### config.mk
export PLATFORM = sky130hd
export DESIGN_NAME = priority_schedule_times
export DESIGN_NICKNAME = d
export VERILOG_FILES = /design/src/psched_pkg.sv /design/src/psched_front.sv /design/src/psched_queue.sv /design/src/psched_back.sv /design/src/priority_schedule_times.sv
export SDC_FILE = /design/constraint.sdc
export NUM_CORES = 1
export LEC_CHECK = 0
export ABC_AREA = 1
export BUFFER_PORTS_ARGS = -buffer_cell sky130_fd_sc_hd__buf_2
export CORE_AREA = 2 2 325 327
export CTS_CLUSTER_DIAMETER = 150
export CTS_CLUSTER_SIZE = 16
export DETAILED_ROUTE_END_ITERATION = 8
export DIE_AREA = 0 0 327 329
export PLACE_DENSITY = 0.45
export SYNTH_ARGS = -nofsm -noshare
export SYNTH_HDL_FRONTEND = slang
export SYNTH_HIERARCHICAL = 1
export SYNTH_SLANG_ARGS = --single-unit
### constraint.sdc
create_clock -name clk -period 8.5 [get_ports clk]
set_clock_uncertainty 0.05 [all_clocks]
set_input_delay 1.275 -clock clk [delete_from_list [all_inputs] [get_ports clk]]
set_output_delay 1.275 -clock clk [all_outputs]
set_load 0.01 [all_outputs]
### src/psched_pkg.sv
package psched_pkg;

    // default store size, field widths, queue depth and output saturation limits
    localparam int MAX_JOBS_DEF = 16;
    localparam int TIME_W       = 12;
    localparam int TOTAL_W      = 16;
    localparam int WAIT_MAX     = 4095;
    localparam int TOTAL_MAX    = 65535;
    localparam int QUEUE_DEPTH  = 2;

    // one stored job entry
    typedef struct packed {
        logic [7:0] job_id;
        logic [7:0] burst;
        logic [7:0] prio;
    } job_t;

    // input word
    typedef struct packed {
        logic [7:0] job_id;
        logic [7:0] burst;
        logic [7:0] prio;
        logic       last_job;
    } in_word_t;

    // result word
    typedef struct packed {
        logic [7:0]         out_job_id;
        logic [7:0]         out_burst;
        logic [7:0]         out_prio;
        logic [TIME_W-1:0]  wait_time;
        logic [TIME_W-1:0]  turnaround;
        logic [TOTAL_W-1:0] total_wait;
        logic [TOTAL_W-1:0] total_turnaround;
        logic               overflowed;
        logic               last_result;
    } out_word_t;

    // classified word passed from front to back
    typedef struct packed {
        in_word_t word;
        logic     keep;
        logic     drop;
    } cmd_t;

endpackage

### src/psched_front.sv
module psched_front #(
    parameter int MAX_JOBS = psched_pkg::MAX_JOBS_DEF
) (
    input  logic                clk,
    input  logic                rst_n,
    input  logic                job_valid,
    output logic                job_stall,
    input  psched_pkg::in_word_t job,
    output logic                cmd_push,
    input  logic                cmd_ready,
    output psched_pkg::cmd_t    cmd
);

    localparam int CW = $clog2(MAX_JOBS + 1);

    logic [CW-1:0] count_reg;
    logic [CW-1:0] count_next;
    logic          drop_reg;
    logic          drop_next;
    logic          keep;

    // classify: store while room is left, otherwise drop and flag
    assign job_stall = !cmd_ready;
    assign cmd_push  = job_valid && cmd_ready;
    assign keep      = count_reg < CW'(MAX_JOBS);

    assign cmd.word = job;
    assign cmd.keep = keep;
    assign cmd.drop = drop_reg || !keep;

    // per-set fill count and drop flag, cleared by the last word
    always_comb
    begin
        count_next = count_reg;
        drop_next  = drop_reg;
        if (cmd_push)
        begin
            if (job.last_job)
            begin
                count_next = '0;
                drop_next  = 1'b0;
            end
            else
            begin
                count_next = count_reg + CW'(keep);
                drop_next  = drop_reg || !keep;
            end
        end
    end

    always_ff @(posedge clk or negedge rst_n)
    begin
        if (!rst_n)
        begin
            count_reg <= '0;
            drop_reg  <= 1'b0;
        end
        else
        begin
            count_reg <= count_next;
            drop_reg  <= drop_next;
        end
    end

endmodule

### src/psched_queue.sv
module psched_queue (
    input  logic             clk,
    input  logic             rst_n,
    input  logic             push,
    input  psched_pkg::cmd_t push_word,
    output logic             ready,
    output logic             valid,
    input  logic             pop,
    output psched_pkg::cmd_t head
);

    localparam int DEPTH = psched_pkg::QUEUE_DEPTH;
    localparam int PW    = $clog2(DEPTH);
    localparam int FW    = $clog2(DEPTH + 1);

    psched_pkg::cmd_t entry_reg [DEPTH];
    logic [PW-1:0]    wr_ptr_reg;
    logic [PW-1:0]    rd_ptr_reg;
    logic [FW-1:0]    fill_reg;
    logic             do_push;
    logic             do_pop;

    assign ready   = fill_reg != FW'(DEPTH);
    assign valid   = fill_reg != '0;
    assign do_push = push && ready;
    assign do_pop  = pop && valid;
    assign head    = entry_reg[rd_ptr_reg];

    // entry storage
    always_ff @(posedge clk)
    begin
        if (do_push)
        begin
            entry_reg[wr_ptr_reg] <= push_word;
        end
    end

    // pointers and fill level
    always_ff @(posedge clk or negedge rst_n)
    begin
        if (!rst_n)
        begin
            wr_ptr_reg <= '0;
            rd_ptr_reg <= '0;
            fill_reg   <= '0;
        end
        else
        begin
            if (do_push)
            begin
                wr_ptr_reg <= (wr_ptr_reg == PW'(DEPTH - 1)) ? '0 : wr_ptr_reg + PW'(1);
            end
            if (do_pop)
            begin
                rd_ptr_reg <= (rd_ptr_reg == PW'(DEPTH - 1)) ? '0 : rd_ptr_reg + PW'(1);
            end
            if (do_push && !do_pop)
            begin
                fill_reg <= fill_reg + FW'(1);
            end
            else if (do_pop && !do_push)
            begin
                fill_reg <= fill_reg - FW'(1);
            end
        end
    end

endmodule

### src/psched_back.sv
module psched_back #(
    parameter int MAX_JOBS = psched_pkg::MAX_JOBS_DEF
) (
    input  logic                  clk,
    input  logic                  rst_n,
    input  logic                  cmd_valid,
    output logic                  cmd_pop,
    input  psched_pkg::cmd_t      cmd,
    output logic                  sched_valid,
    input  logic                  sched_stall,
    output psched_pkg::out_word_t sched,
    output logic                  busy
);

    localparam int IW  = (MAX_JOBS > 1) ? $clog2(MAX_JOBS) : 1;
    localparam int CW  = $clog2(MAX_JOBS + 1);
    localparam int WW  = $clog2(MAX_JOBS * 255 + 1);
    localparam int TW  = psched_pkg::TIME_W;
    localparam int OW  = psched_pkg::TOTAL_W;
    localparam int SW  = (WW > TW) ? WW : TW;
    localparam int AW  = OW + 1;

    typedef enum logic [2:0] {
        S_IDLE,
        S_RD_I,
        S_LD_I,
        S_CMP,
        S_EMIT
    } state_t;

    state_t                state_reg;
    psched_pkg::job_t      store_mem [MAX_JOBS];
    psched_pkg::job_t      rd_data_reg;
    psched_pkg::job_t      cur_reg;
    psched_pkg::out_word_t out_reg;
    logic                  out_valid_reg;
    logic [CW-1:0]         wr_cnt_reg;
    logic [CW-1:0]         n_reg;
    logic [IW-1:0]         i_reg;
    logic [IW-1:0]         j_reg;
    logic [WW-1:0]         wait_reg;
    logic [OW-1:0]         tot_w_reg;
    logic [OW-1:0]         tot_t_reg;
    logic                  drop_reg;

    logic                  wr_en;
    logic [IW-1:0]         wr_addr;
    psched_pkg::job_t      wr_data;
    logic [IW-1:0]         rd_addr;
    logic                  swap;
    logic [CW-1:0]         i_inc;
    logic [CW-1:0]         j_inc;
    logic [WW-1:0]         tat;
    logic [TW-1:0]         wait_sat;
    logic [TW-1:0]         tat_sat;
    logic [AW-1:0]         tw_sum;
    logic [AW-1:0]         tt_sum;
    logic [OW-1:0]         tw_sat;
    logic [OW-1:0]         tt_sat;
    logic                  emit_go;

    assign busy        = state_reg != S_IDLE;
    assign cmd_pop     = cmd_valid && (state_reg == S_IDLE);
    assign sched_valid = out_valid_reg;
    assign sched       = out_reg;

    // compare and loop bounds
    assign swap  = cur_reg.prio > rd_data_reg.prio;
    assign i_inc = CW'(i_reg) + CW'(1);
    assign j_inc = CW'(j_reg) + CW'(1);

    // times for the job at position i, saturated for output
    assign tat      = wait_reg + WW'(cur_reg.burst);
    assign wait_sat = (SW'(wait_reg) > SW'(psched_pkg::WAIT_MAX)) ?
                      TW'(psched_pkg::WAIT_MAX) : TW'(wait_reg);
    assign tat_sat  = (SW'(tat) > SW'(psched_pkg::WAIT_MAX)) ?
                      TW'(psched_pkg::WAIT_MAX) : TW'(tat);
    assign tw_sum   = AW'(tot_w_reg) + AW'(wait_reg);
    assign tt_sum   = AW'(tot_t_reg) + AW'(tat);
    assign tw_sat   = (tw_sum > AW'(psched_pkg::TOTAL_MAX)) ?
                      OW'(psched_pkg::TOTAL_MAX) : OW'(tw_sum);
    assign tt_sat   = (tt_sum > AW'(psched_pkg::TOTAL_MAX)) ?
                      OW'(psched_pkg::TOTAL_MAX) : OW'(tt_sum);

    assign emit_go = (state_reg == S_EMIT) && (!out_valid_reg || !sched_stall);

    // store port control: load while idle, swap write during the inner pass
    always_comb
    begin
        wr_en   = 1'b0;
        wr_addr = j_reg;
        wr_data = cur_reg;
        rd_addr = i_reg;
        unique case (state_reg)
            S_IDLE:
            begin
                wr_en           = cmd_pop && cmd.keep;
                wr_addr         = IW'(wr_cnt_reg);
                wr_data.job_id  = cmd.word.job_id;
                wr_data.burst   = cmd.word.burst;
                wr_data.prio    = cmd.word.prio;
            end
            S_RD_I:
            begin
                rd_addr = i_reg;
            end
            S_LD_I:
            begin
                rd_addr = IW'(i_inc);
            end
            S_CMP:
            begin
                wr_en   = swap;
                rd_addr = IW'(j_inc);
            end
            S_EMIT:
            begin
                rd_addr = i_reg;
            end
            default:
            begin
                rd_addr = i_reg;
            end
        endcase
    end

    // job store, registered read
    always_ff @(posedge clk)
    begin
        if (wr_en)
        begin
            store_mem[wr_addr] <= wr_data;
        end
        rd_data_reg <= store_mem[rd_addr];
    end

    // sequencer: one outer position at a time, minimum carried in cur_reg
    always_ff @(posedge clk or negedge rst_n)
    begin
        if (!rst_n)
        begin
            state_reg     <= S_IDLE;
            out_valid_reg <= 1'b0;
            out_reg       <= '0;
            cur_reg       <= '0;
            wr_cnt_reg    <= '0;
            n_reg         <= '0;
            i_reg         <= '0;
            j_reg         <= '0;
            wait_reg      <= '0;
            tot_w_reg     <= '0;
            tot_t_reg     <= '0;
            drop_reg      <= 1'b0;
        end
        else
        begin
            if (emit_go)
            begin
                out_valid_reg <= 1'b1;
            end
            else if (!sched_stall)
            begin
                out_valid_reg <= 1'b0;
            end

            unique case (state_reg)
                S_IDLE:
                begin
                    if (cmd_pop)
                    begin
                        if (cmd.word.last_job)
                        begin
                            n_reg      <= wr_cnt_reg + CW'(cmd.keep);
                            wr_cnt_reg <= '0;
                            drop_reg   <= cmd.drop;
                            i_reg      <= '0;
                            wait_reg   <= '0;
                            tot_w_reg  <= '0;
                            tot_t_reg  <= '0;
                            state_reg  <= S_RD_I;
                        end
                        else
                        begin
                            wr_cnt_reg <= wr_cnt_reg + CW'(cmd.keep);
                        end
                    end
                end
                S_RD_I:
                begin
                    state_reg <= S_LD_I;
                end
                S_LD_I:
                begin
                    cur_reg <= rd_data_reg;
                    if (i_inc < n_reg)
                    begin
                        j_reg     <= IW'(i_inc);
                        state_reg <= S_CMP;
                    end
                    else
                    begin
                        state_reg <= S_EMIT;
                    end
                end
                S_CMP:
                begin
                    if (swap)
                    begin
                        cur_reg <= rd_data_reg;
                    end
                    if (j_inc < n_reg)
                    begin
                        j_reg <= IW'(j_inc);
                    end
                    else
                    begin
                        state_reg <= S_EMIT;
                    end
                end
                S_EMIT:
                begin
                    if (emit_go)
                    begin
                        out_reg.out_job_id       <= cur_reg.job_id;
                        out_reg.out_burst        <= cur_reg.burst;
                        out_reg.out_prio         <= cur_reg.prio;
                        out_reg.wait_time        <= wait_sat;
                        out_reg.turnaround       <= tat_sat;
                        out_reg.total_wait       <= tw_sat;
                        out_reg.total_turnaround <= tt_sat;
                        out_reg.overflowed       <= drop_reg;
                        out_reg.last_result      <= !(i_inc < n_reg);
                        wait_reg                 <= tat;
                        tot_w_reg                <= tw_sat;
                        tot_t_reg                <= tt_sat;
                        if (i_inc < n_reg)
                        begin
                            i_reg     <= IW'(i_inc);
                            state_reg <= S_RD_I;
                        end
                        else
                        begin
                            state_reg <= S_IDLE;
                        end
                    end
                end
                default:
                begin
                    state_reg <= S_IDLE;
                end
            endcase
        end
    end

endmodule

### src/priority_schedule_times.sv
// Loading: one job word per cycle while the queue has room, into a two-word queue;
// a non-last word gives no result. Scheduling a set of n jobs starts once its last word
// leaves the queue; each position is read (S_RD_I), loaded (S_LD_I), compared with
// every later job in the job store (S_CMP) and emitted (S_EMIT), one position at a time.
// While a set is scheduled only two words of the next set are taken, then the input stalls.
// Reset clears counters, flags, queue and output valid; the job store is not cleared.
module priority_schedule_times #(
    parameter int MAX_JOBS = psched_pkg::MAX_JOBS_DEF
) (
    input  logic                  clk,
    input  logic                  rst_n,
    input  logic                  job_valid,
    output logic                  job_stall,
    input  psched_pkg::in_word_t  job,
    output logic                  sched_valid,
    input  logic                  sched_stall,
    output psched_pkg::out_word_t sched
);

    logic             q_push;
    logic             q_ready;
    logic             q_valid;
    logic             q_pop;
    psched_pkg::cmd_t q_in;
    psched_pkg::cmd_t q_head;
    logic             back_busy;

    // front: accept and classify
    psched_front #(
        .MAX_JOBS (MAX_JOBS)
    ) u_front (
        .clk       (clk),
        .rst_n     (rst_n),
        .job_valid (job_valid),
        .job_stall (job_stall),
        .job       (job),
        .cmd_push  (q_push),
        .cmd_ready (q_ready),
        .cmd       (q_in)
    );

    // decoupling queue
    psched_queue u_queue (
        .clk       (clk),
        .rst_n     (rst_n),
        .push      (q_push),
        .push_word (q_in),
        .ready     (q_ready),
        .valid     (q_valid),
        .pop       (q_pop),
        .head      (q_head)
    );

    // back: store, sort and emit
    psched_back #(
        .MAX_JOBS (MAX_JOBS)
    ) u_back (
        .clk         (clk),
        .rst_n       (rst_n),
        .cmd_valid   (q_valid),
        .cmd_pop     (q_pop),
        .cmd         (q_head),
        .sched_valid (sched_valid),
        .sched_stall (sched_stall),
        .sched       (sched),
        .busy        (back_busy)
    );

`ifndef NO_ASSERTIONS
    // a last word always starts a schedule
    a_last_starts: assert property (@(posedge clk) disable iff (!rst_n)
        q_pop && q_head.word.last_job |=> back_busy)
        else $error("last word did not start a schedule");

    // a non-last word is only stored or dropped, and starts no schedule
    a_load_stays_idle: assert property (@(posedge clk) disable iff (!rst_n)
        q_pop && !q_head.word.last_job |=> !back_busy)
        else $error("load word left the back part busy");

    // results only come from a running schedule
    a_result_from_sched: assert property (@(posedge clk) disable iff (!rst_n)
        $rose(sched_valid) |-> $past(back_busy))
        else $error("result word without a running schedule");
`endif

endmodule

Word level (Yosys, flattened, before mapping)
Memories as Yosys holds them, arrays and structs flattened. A register that Yosys moved wholly into a read port is not among the register bits.
Cells that the tools add are included.
- logic and storage cells: 139
- bits of input ports: 29
- memories: 2
- output and inout port bits: 84
- bits in writable memories: 438
- bits in registers: 183
- reductions and logical operators: 30
- add/sub/neg operators: 11
- $lt $le $gt $ge: 8
- multiplexer cells: 47
- equal/unequal tests: 14
- memories (name ; words ; width ; rd ports ; clocked after Yosys merged registers in ; wr ports ; RTL line ; source):
    u_back.store_mem ; 16 ; 24 ; 1 ; 1 ; 1 ; psched_back.sv:32 ; psched_pkg::job_t store_mem [MAX_JOBS];
    u_queue.entry_reg ; 2 ; 27 ; 1 ; 0 ; 1 ; psched_queue.sv:16 ; psched_pkg::cmd_t entry_reg [DEPTH];
- operators with widths (kind ; count):
    two-way mux 16 bit ; 6
    one-hot mux 16 bit (2 select lines) ; 2
    two-way mux 12 bit ; 5
    two-way mux 24 bit ; 2
    one-hot mux 24 bit (2 select lines) ; 1
    adder 16 x 12 -> 17 bit ; 2
    > comparator 17 x 16 -> 1 bit, second input constant ; 2
    > comparator 12 bit, second input constant ; 2
    two-way mux 4 bit ; 6
    one-hot mux 12 bit (2 select lines) ; 1
    one-hot mux 4 bit (2 select lines) ; 3
    two-way mux 3 bit ; 5
    one-hot mux 3 bit (5 select lines) ; 1
    adder 12 x 8 -> 12 bit ; 1
    inequality test 2 x 1 -> 1 bit, second input constant ; 6
    adder 4 x 1 -> 5 bit, second input constant ; 2
    adder 5 x 1 -> 5 bit ; 2
    < comparator 5 bit ; 2
    two-way mux 1 bit ; 10
    two-way mux 5 bit ; 2
    > comparator 8 bit ; 1
    logical AND 1 bit ; 8
    inequality test 2 bit, second input constant ; 4
    AND reduction 4 bit ; 2
    other kinds (16) ; 32

Longest topological paths before layout
Gate-level depths: netlist (run 1).
- word-level depth: 7
- gate-level depth with buffers: 20
- gate-level depth less buffers: 20

By module
The synthesis (run 1) kept the hierarchy.
- modules (own cells, without submodules) (module ; times used ; sequential area each (µm²) ; area an instance (µm²) ; cells each):
    psched_back ; 1 ; 16340.7 ; 27206.1 ; 2912
    psched_queue ; 1 ; 1721.7 ; 2227.1 ; 169
    psched_front ; 1 ; 150.1 ; 528.0 ; 68

Least setup slack after synthesis (run 1)
Ideal clock, no wire load.
- kind: register -> register
- start point: reg u_back.wait_reg[2]
- end point: reg u_back.out_reg (netlist bit u_back/sched[13])
- period minus slack after synthesis: 3.239 ns
- path buffers: 1
- data arrival time: 3.070 ns
- required time: 8.331 ns
- setup slack: 5.261 ns
- library setup time: 0.119 ns
- stages on the path, launching flop included: 18
- cell sequence: dfrtp_1 -> ha_1 -> a21oi_1 -> nand2_1 -> a21boi_0 -> inv_1 -> or2_2 -> and2_1 -> ha_1 -> a21oi_1 -> nor2_1 -> nor2_1 -> nand2_1 -> a21boi_1 -> buf_2 -> nand3_1 -> nand2_1 -> nand2_1
- word-level cells in the longest chain between the ends: 4
- ends and longest elaborated chain (element ; RTL line ; source):
    from (decl) ; psched_back.sv:41 ; logic [WW-1:0] wait_reg;
    from (signal assigned) ; psched_back.sv:233 ; wait_reg <= tat;
    adder 12 x 8 -> 12 bit (*) ; psched_back.sv:73 ; assign tat = wait_reg + WW'(cur_reg.burst);
    adder 16 x 12 -> 17 bit (*) ; psched_back.sv:79 ; assign tt_sum = AW'(tot_t_reg) + AW'(tat);
    > comparator 17 x 16 -> 1 bit ; psched_back.sv:82 ; assign tt_sat = (tt_sum > AW'(psched_pkg::TOTAL_MAX)) ?
    two-way mux 16 bit (*) ; psched_back.sv:82 ;
    to (decl) ; psched_back.sv:35 ; psched_pkg::out_word_t out_reg;
Mark *: on every way between the ends. The rest lies on a longest branch, timed or not.
A chain may end at the register's enable or synchronous reset.

Worst setup path after layout (run 1)
- start point: reg u_back.state_reg[2]
- end point: reg u_back/rd_data_reg[18] (netlist name)
- word-level cells in the longest chain between the ends: 2
- elaborated cells between the ends (all ways): 3
- those cells by class: eq/ne: 2; mux: 1
- ends and longest elaborated chain (element ; RTL line ; source):
    from (decl) ; psched_back.sv:31 ; state_t state_reg;
    from (signal assigned) ; psched_back.sv:142 ; state_reg <= S_IDLE;
    from (signal assigned) ; psched_back.sv:180 ; state_reg <= S_RD_I;
    from (signal assigned) ; psched_back.sv:190 ; state_reg <= S_LD_I;
    == test 3 x 2 -> 1 bit ; psched_back.sv:94 ; unique case (state_reg)
    one-hot mux 4 bit (2 select lines) (*) ; psched_back.sv:94 ;
Marked as above.

==> flow_summary.json, run 1 <==
{
  "wire_per_inst_um": 19.0,
  "initial_utilization_pct": 28.7,
  "finalNonFillerCells": 4615,
  "power_frac_clock_pct": 18.5,
  "postSynth.asyncResetShare_pct": 28.4,
  "place.gp.congestion": 0.832,
  "cts_root_buf": "clkbuf_16",
  "antenna_found_initial": 0,
  "dp_hpwl_um": 49900,
  "die_w_um": 327,
  "fillers": 10900,
  "ys_seq_area_share_pct": 60.8,
  "core_um2": 104000,
  "hp-class": "flop to flop",
  "clock-sinks": 645,
  "critPathSlowestCell": "buf_4",
  "yosysWarningCount": 6,
  "largest_reg_flops": 384,
  "numCtsBuffers": 46,
  "outcome": "completed",
  "power.density_nw_per_um2": 350,
  "cp_cell_sequence": "nor2_4, nand2_4, buf_4, buf_4, nand4_1, nand3_1, nand3_1, nand3_1, nand2_1",
  "grtUsageTotal_pct": 16.1,
  "port_buffers": 112,
  "dp_cells": 4534,
  "combPwrFrac_pct": 40.6,
  "place_area_um2": 32000,
  "max_stage_delay_ns": 0.93,
  "hold_buffers": 0,
  "cp-start-kind": "flop",
  "first_pass_iters": 5,
  "crit_path_end_kind": "flop",
  "grt-ovfl-total": 0,
  "setup_viol": 0,
  "power_switching_mw": 4.82,
  "worstPathArrival_ns": 4.28,
  "path_class": "flop to flop",
  "grt_first_pass_wirelength_um": 132000,
  "h-tree-depth": 2,
  "clockBufferDepth": 3,
  "fmax_mhz": 264,
  "drtAntennaViolNets": 0,
  "detail_route.vias_per_cell": 4.62,
  "p_leak_nw": 15.2,
  "period_share_pct": 44.6,
  "syn_avg_cell_area_um2": 9.51,
  "dieArea_um2": 108000,
  "worstSkewPairLatency_ns": 0.65,
  "fin_nets": 3280,
  "drt_iter0_markers": 1557,
  "p_sw_share_pct": 41.3,
  "p_int_mw": 6.85,
  "io-pin-count": 113,
  "ys_ff_latch": 645,
  "tns_ns": 0,
  "max_cap_violations": 0,
  "syn_inst": 3149,
  "grt_max_degree": 152,
  "slew_violations": 0,
  "report.final.hold_viol_count": 0,
  "area_growth_pct": 11.4,
  "ys.flop_type": "edfxtp_1",
  "post_cts_buffers": 0,
  "cp_max_fo": 81,
  "n_antenna_cell": 0,
  "min_period_ns": 3.79,
  "power_frac_seq_pct": 40.8,
  "drive_gt1_share_pct": 8.84,
  "peakVddDrop_uv": 176,
  "cts_resized": 0,
  "synth_cell_types": 48,
  "crit_buf_inv": 2,
  "finalWirelength_um": 87600,
  "crit_family": "buffers and inverters",
  "multi_input_comb_area_um2": 9020,
  "route.detailed.drc": 0,
  "syn_area_um2": 30000,
  "synth-edff-count": 438,
  "slew_headroom_pct": 23.8,
  "fin_area_um2": 33400,
  "die_y_um": 329,
  "cp_data_required_time_ns": 8.99,
  "rows": 119,
  "rsz0062_at_grt": "no",
  "syn_nets": 3238,
  "first_global_vias": 20200,
  "cts_tree": "built",
  "path_common_cell": "nand3_1",
  "tightest_slew_ns": 1.14,
  "num_vias": 21300,
  "clkTransAtPathRegs_ns": 0.08,
  "seqCellArea_um2": 18200
}
[path summary, 6_finish.rpt]
check                                                start                        endpoint  slack [ns]  cells after the start
min in group asynchronous                            rst_n    u_back/sched[31]$_DFFE_PN0P_        0.53                      1
min                         u_back/rd_data_reg[16]$_DFF_P_  u_back/cur_reg[16]$_DFFE_PN0P_        0.39                      2
max                        u_back/state_reg[2]$_DFFE_PN0P_  u_back/rd_data_reg[18]$_DFF_P_        4.71                      9
max in group asynchronous                            rst_n     u_back/sched[6]$_DFFE_PN0P_        6.57                      2
min reg2reg                 u_back/rd_data_reg[16]$_DFF_P_  u_back/cur_reg[16]$_DFFE_PN0P_        0.39                      2
max reg2reg                u_back/state_reg[2]$_DFFE_PN0P_  u_back/rd_data_reg[18]$_DFF_P_        4.71                      9
[stage by stage]
step	worst slack, ns	power [mW]	hold WS [ns]	util (%)
global placement	4.74	9.66	0.379	30.7
global route	4.37	12.5	0.437	32.0
detailed placement	4.76	9.65	0.384	30.7
floorplan	5.26	7.80	0.364	-
CTS	4.72	11.8	0.401	32.0
finish	4.71	11.7	0.394	32.0
[worst register-to-register path: stages (launching register included)]
cell and delay [ns]:
dfrtp_1 0.55, nor2_4 0.14, nand2_4 0.46, buf_4 0.85, buf_4 0.94, nand4_1 0.28
nand3_1 0.17, nand3_1 0.10, nand3_1 0.10, nand2_1 0.06
[synthesized netlist by cell type (7+ instances only)]
library cell,number,area (µm²)
inv_1,517,1940
buf_1,12,45.0
edfxtp_1,438,13200
xor2_1,16,140
buf_2,71,355
inv_2,7,26.3
nand2_1,806,3030
nand4_1,197,1230
buf_4,29,218
nor2_1,83,312
dfxtp_1,24,480
o21ai_0,127,636
clkbuf_1,66,248
nand2_2,8,50.1
nor3_1,7,35.0
xnor2_1,13,114
a21oi_1,32,160
ha_1,57,713
dfrtp_1,183,4580
nand3_1,402,2010
[layout make-up]
type	instances	share of cell area (%)
clock buffers	77	3.80
clock inverters	4	0.214
inverters	526	5.91
multi-input cells	1794	27.0
flip-flops and latches	645	54.6
well taps	1391	5.21
repair buffers	178	3.27
[layer usage]
layer | vias to the layer above | GRT usage, % | wire length (µm)
met4 | 0 | 3.80 | 1600
met1 | 10400 | 22.9 | 41400
met2 | 415 | 26.3 | 41200
met3 | 85 | 1.59 | 3320
li1 | 10400 | - | -
met5 | - | 0 | 0
[cells by family (layout without fill, tap and decap cells)]
logic type / after synthesis / in the layout / synth area share [%]
buf+inv: 710 / 785 / 9.75
compound gates: 180 / 180 / 3.24
fa+ha+maj: 60 / 60 / 2.58
flops: 645 / 645 / 60.8
xor+xnor: 29 / 29 / 0.848
simple gates: 1525 / 1525 / 22.8
[power groups by stage]
stage	registers, mW	logic (mW)	clock network [mW]
CTS	4.78	4.82	2.25
global placement	4.84	4.82	0
detailed placement	4.84	4.80	0
finish	4.77	4.74	2.16
global route	4.83	5.31	2.35
floorplan	4.81	2.99	0
[cells in the final DEF, fill, tap and decap left out, types with 2 or more instances in the layout]
cell type	count
fa_1	3
or2_2	3
a21oi_1	32
buf_2	111
buf_4	64
nand2_4	3
nand2_2	9
xor2_1	16
inv_2	10
clkbuf_1	31
nor2_2	4
xnor2_1	13
dfxtp_1	24
nor2_4	21
a21boi_0	2
dfrtp_1	183
and2_1	6
nand3_1	400
o21ai_0	127
nand4_1	197
a21boi_1	2
edfxtp_1	438
nand3b_1	4
clkbuf_16	46
nor3_1	7
buf_12	2
a22o_1	2
clkinv_8	2
ha_1	57
nand2_1	802
inv_1	515
o211ai_1	3
nor2_1	65
(Power assumes the default switching activity.)
==> run 2, diff against run 1 <==
--- a/config.mk
+++ b/config.mk
@@ -5,13 +5,13 @@
 export SDC_FILE = /design/constraint.sdc
 export NUM_CORES = 1
 export LEC_CHECK = 0
-export ABC_AREA = 1
+export ABC_AREA = 0
 export BUFFER_PORTS_ARGS = -buffer_cell sky130_fd_sc_hd__buf_2
-export CORE_AREA = 2 2 325 327
+export CORE_AREA = 2 2 311 313
 export CTS_CLUSTER_DIAMETER = 150
 export CTS_CLUSTER_SIZE = 16
 export DETAILED_ROUTE_END_ITERATION = 8
-export DIE_AREA = 0 0 327 329
+export DIE_AREA = 0 0 313 315
 export PLACE_DENSITY = 0.45
 export SYNTH_ARGS = -nofsm -noshare
 export SYNTH_HDL_FRONTEND = slang
==> constraint.sdc (replaced) <==
create_clock -name clk -period 3.75 [get_ports clk]
set_clock_uncertainty 0.05 [all_clocks]
set_input_delay 0.5625 -clock clk [delete_from_list [all_inputs] [get_ports clk]]
set_output_delay 0.5625 -clock clk [all_outputs]
set_load 0.01 [all_outputs]
==> run 2 against run 1 <==
Against the previous run: fmax grew 5.1%; design area shrank 5.9%; final cell count shrank 26%; sequential share of layout area grew 3.4 points; via count shrank 24%; critical path type unchanged; critical endpoint is now u_back/sched[12]$_DFFE_PN0P_; highest routed layer is now met5.
==> flow_summary.json, run 2 <==
{
  "core_um2": 95700,
  "rows": 114,
  "postSynth.asyncResetShare_pct": 28.4,
  "fmax_mhz": 277,
  "dieArea_um2": 98600,
  "grtUsageTotal_pct": 14.7,
  "grt_first_pass_wirelength_um": 108000,
  "synth_cell_types": 68,
  "n_antenna_cell": 0,
  "port_buffers": 112,
  "hold_slack_ns": 0.0846,
  "outcome": "completed",
  "cts_tree": "built",
  "path_common_cell": "ha_1",
  "worstPathArrival_ns": 4.05,
  "finalWirelength_um": 73300,
  "syn_area_um2": 27300,
  "antenna_found_initial": 4,
  "fin_nets": 2184,
  "drt_iter0_markers": 1105,
  "drive_gt1_share_pct": 21.2,
  "dp_hpwl_um": 46200,
  "place.gp.congestion": 0.826,
  "wire_per_inst_um": 21.5,
  "ys.flop_type": "edfxtp_1",
  "detail_route.vias_per_cell": 4.76,
  "clockBufferDepth": 3,
  "slew_violations": 0,
  "report.final.hold_viol_count": 0,
  "min_period_ns": 3.61,
  "worstSkewPairLatency_ns": 0.61,
  "yosys-top-cells-count": "edfxtp_1 (438), nand2_1 (298), dfrtp_1 (183), o21ai_0 (73), nor2_1 (64)",
  "tightest_slew_ns": 0.989,
  "crit_path_end_kind": "flop",
  "drtAntennaViolNets": 0,
  "first_global_vias": 16400,
  "numCtsBuffers": 46,
  "h-tree-depth": 2,
  "synth_top_area_share_pct": 48.1,
  "cts_root_buf": "clkbuf_16",
  "yosysTopAreaCell": "edfxtp_1",
  "critPathSlowestCell": "fa_1",
  "final_common_cell": "edfxtp_1",
  "max_stage_delay_ns": 0.42,
  "grt-ovfl-total": 0,
  "peakVddDrop_uv": 428,
  "grt_max_degree": 69,
  "area_growth_pct": 14.9,
  "clkTransAtPathRegs_ns": 0.07,
  "syn_avg_cell_area_um2": 14.1,
  "slew_headroom_pct": 34.1,
  "setup_viol": 0,
  "max_cap_violations": 0,
  "hp-class": "primary input to flop",
  "power.density_nw_per_um2": 852,
  "syn_nets": 2033,
  "io-pin-count": 113,
  "yosysWarningCount": 6,
  "cp_data_required_time_ns": 4.19,
  "die_y_um": 315,
  "synth-edff-count": 438,
  "initial_utilization_pct": 28.6,
  "path_class": "flop to flop",
  "synthTopCellsByArea": "edfxtp_1 (48%), dfrtp_1 (17%), mux4_2 (4.1%), nand2_1 (4.1%), ha_1 (2.6%)",
  "synth.most_common_cell": "edfxtp_1",
  "largest_reg_flops": 384,
  "cp_max_fo": 4,
  "route.detailed.drc": 0,
  "p_leak_nw": 11.9,
  "cp_cell_sequence": "ha_1, fa_1, a21o_1, a21oi_2, o21bai_1, nand2_1, a21oi_1, xor2_1, ha_1, and3_2, o211ai_1, buf_4, nor3b_1, o21ai_0, mux2_2",
  "syn_inst": 1944,
  "num_vias": 16200,
  "clock-sinks": 645,
  "cp-start-kind": "flop",
  "ys_seq_area_share_pct": 66.6,
  "die_w_um": 313,
  "period_share_pct": 96.2,
  "final_util_pct": 32.8,
  "layout_common_cells": "edfxtp_1 (438), nand2_1 (295), dfrtp_1 (182)",
  "first_pass_iters": 5,
  "ys_ff_latch": 645
}
## run 2: changes by cell type after synthesis, sizes merged, moves of 52 or more
cell / previous run / this run
nand2: 814 / 299
inv: 524 / 42
mux2: 0 / 82
nand3: 402 / 49
nand4: 197 / 4
o21ai: 128 / 76
## run 2: final timing paths
check,startpoint,to,slack [ns],cells past startpoint
worst min register to register,u_back/rd_data_reg[22]$_DFF_P_,u_back/cur_reg[22]$_DFFE_PN0P_,0.41,1
max in group asynchronous,rst_n,u_back/tot_w_reg[0]$_DFFE_PN0P_,2.28,3
worst max-delay path,u_back/cur_reg[8]$_DFFE_PN0P_,u_back/sched[12]$_DFFE_PN0P_,0.14,15
min in group asynchronous,rst_n,u_back/sched[16]$_DFFE_PN0P_,0.51,2
worst max register to register,u_back/cur_reg[8]$_DFFE_PN0P_,u_back/sched[12]$_DFFE_PN0P_,0.14,15
worst min-delay path,job[18],u_queue/entry_reg[1][20]$_DFFE_PP_,0.08,1
## run 2: what timing repair did
item / in CTS / in global routing
endpoints found under the setup margin: 17 / 31
resized for setup: 5 / 18
hold endpoints to repair: 65 / 0
setup buffers: 0 / 2
pin swaps: 0 / 6
hold buffers: 1 / 0
## run 2: area by class of cell
class / instances / area, µm²
sequential: 645 / 18200
fill: 9381 / 64300
inverter: 42 / 158
clock buffer: 78 / 1270
clock inverter: 4 / 75.1
multi-input combinational: 1144 / 8520
tap: 1276 / 1600
timing repair buffer: 216 / 1580
## run 2: metal layers
layer	global-route usage (%)	routed length (µm)	vias up	part of all wire, %
met2	25.6	36400	258	50
met4	3.32	1520	6	2.1
met1	19.3	32700	8361	45
li1	-	-	7506	-
met5	0	39	-	0.053
met3	2.16	2670	82	3.6
## run 2: metrics by stage
step                TNS (ns)  worst slack, ns  cells  total power [mW]  area [µm²]
finish                     0            0.142   3405              26.7       31400
global route         -0.0273          -0.0153   3405              28.4       31400
global placement      -0.488          -0.0806   3320              22.1       30000
floorplan              -9.94          -0.0518   1944              17.8       27300
CTS                        0           0.0227   3403              27.2       31300
detailed placement    -0.777           -0.104   3320              22.2       30000
## run 2: worst max-delay path, delay by kind of cell (launching register included)
kind | cells | cell delay, ns
fa+ha+maj | 3 | 0.96
buf+inv | 1 | 0.17
flops | 1 | 0.39
simple gates | 3 | 0.52
mux | 1 | 0.29
compound gates | 6 | 0.88
xor+xnor | 1 | 0.24
## run 2: kinds of logic after synthesis
kind of cell / synth area share [%]
flip-flops: 66.6
AND/OR/NAND/NOR: 8.56
AO/OA/AOI/OAI: 8.23
multiplexers: 9.59
buffers and inverters: 2.95
adder cells (fa/ha/maj): 2.83
XOR/XNOR: 1.22
## run 2: power by group
group	total [mW]	internal, mW	leakage (nW)	switching [mW]
logic	11.2	4.50	4.76	6.67
registers	10.8	9.97	6.52	0.792
clock network	4.82	2.34	0.637	2.48
total	26.7	16.8	11.9	9.94
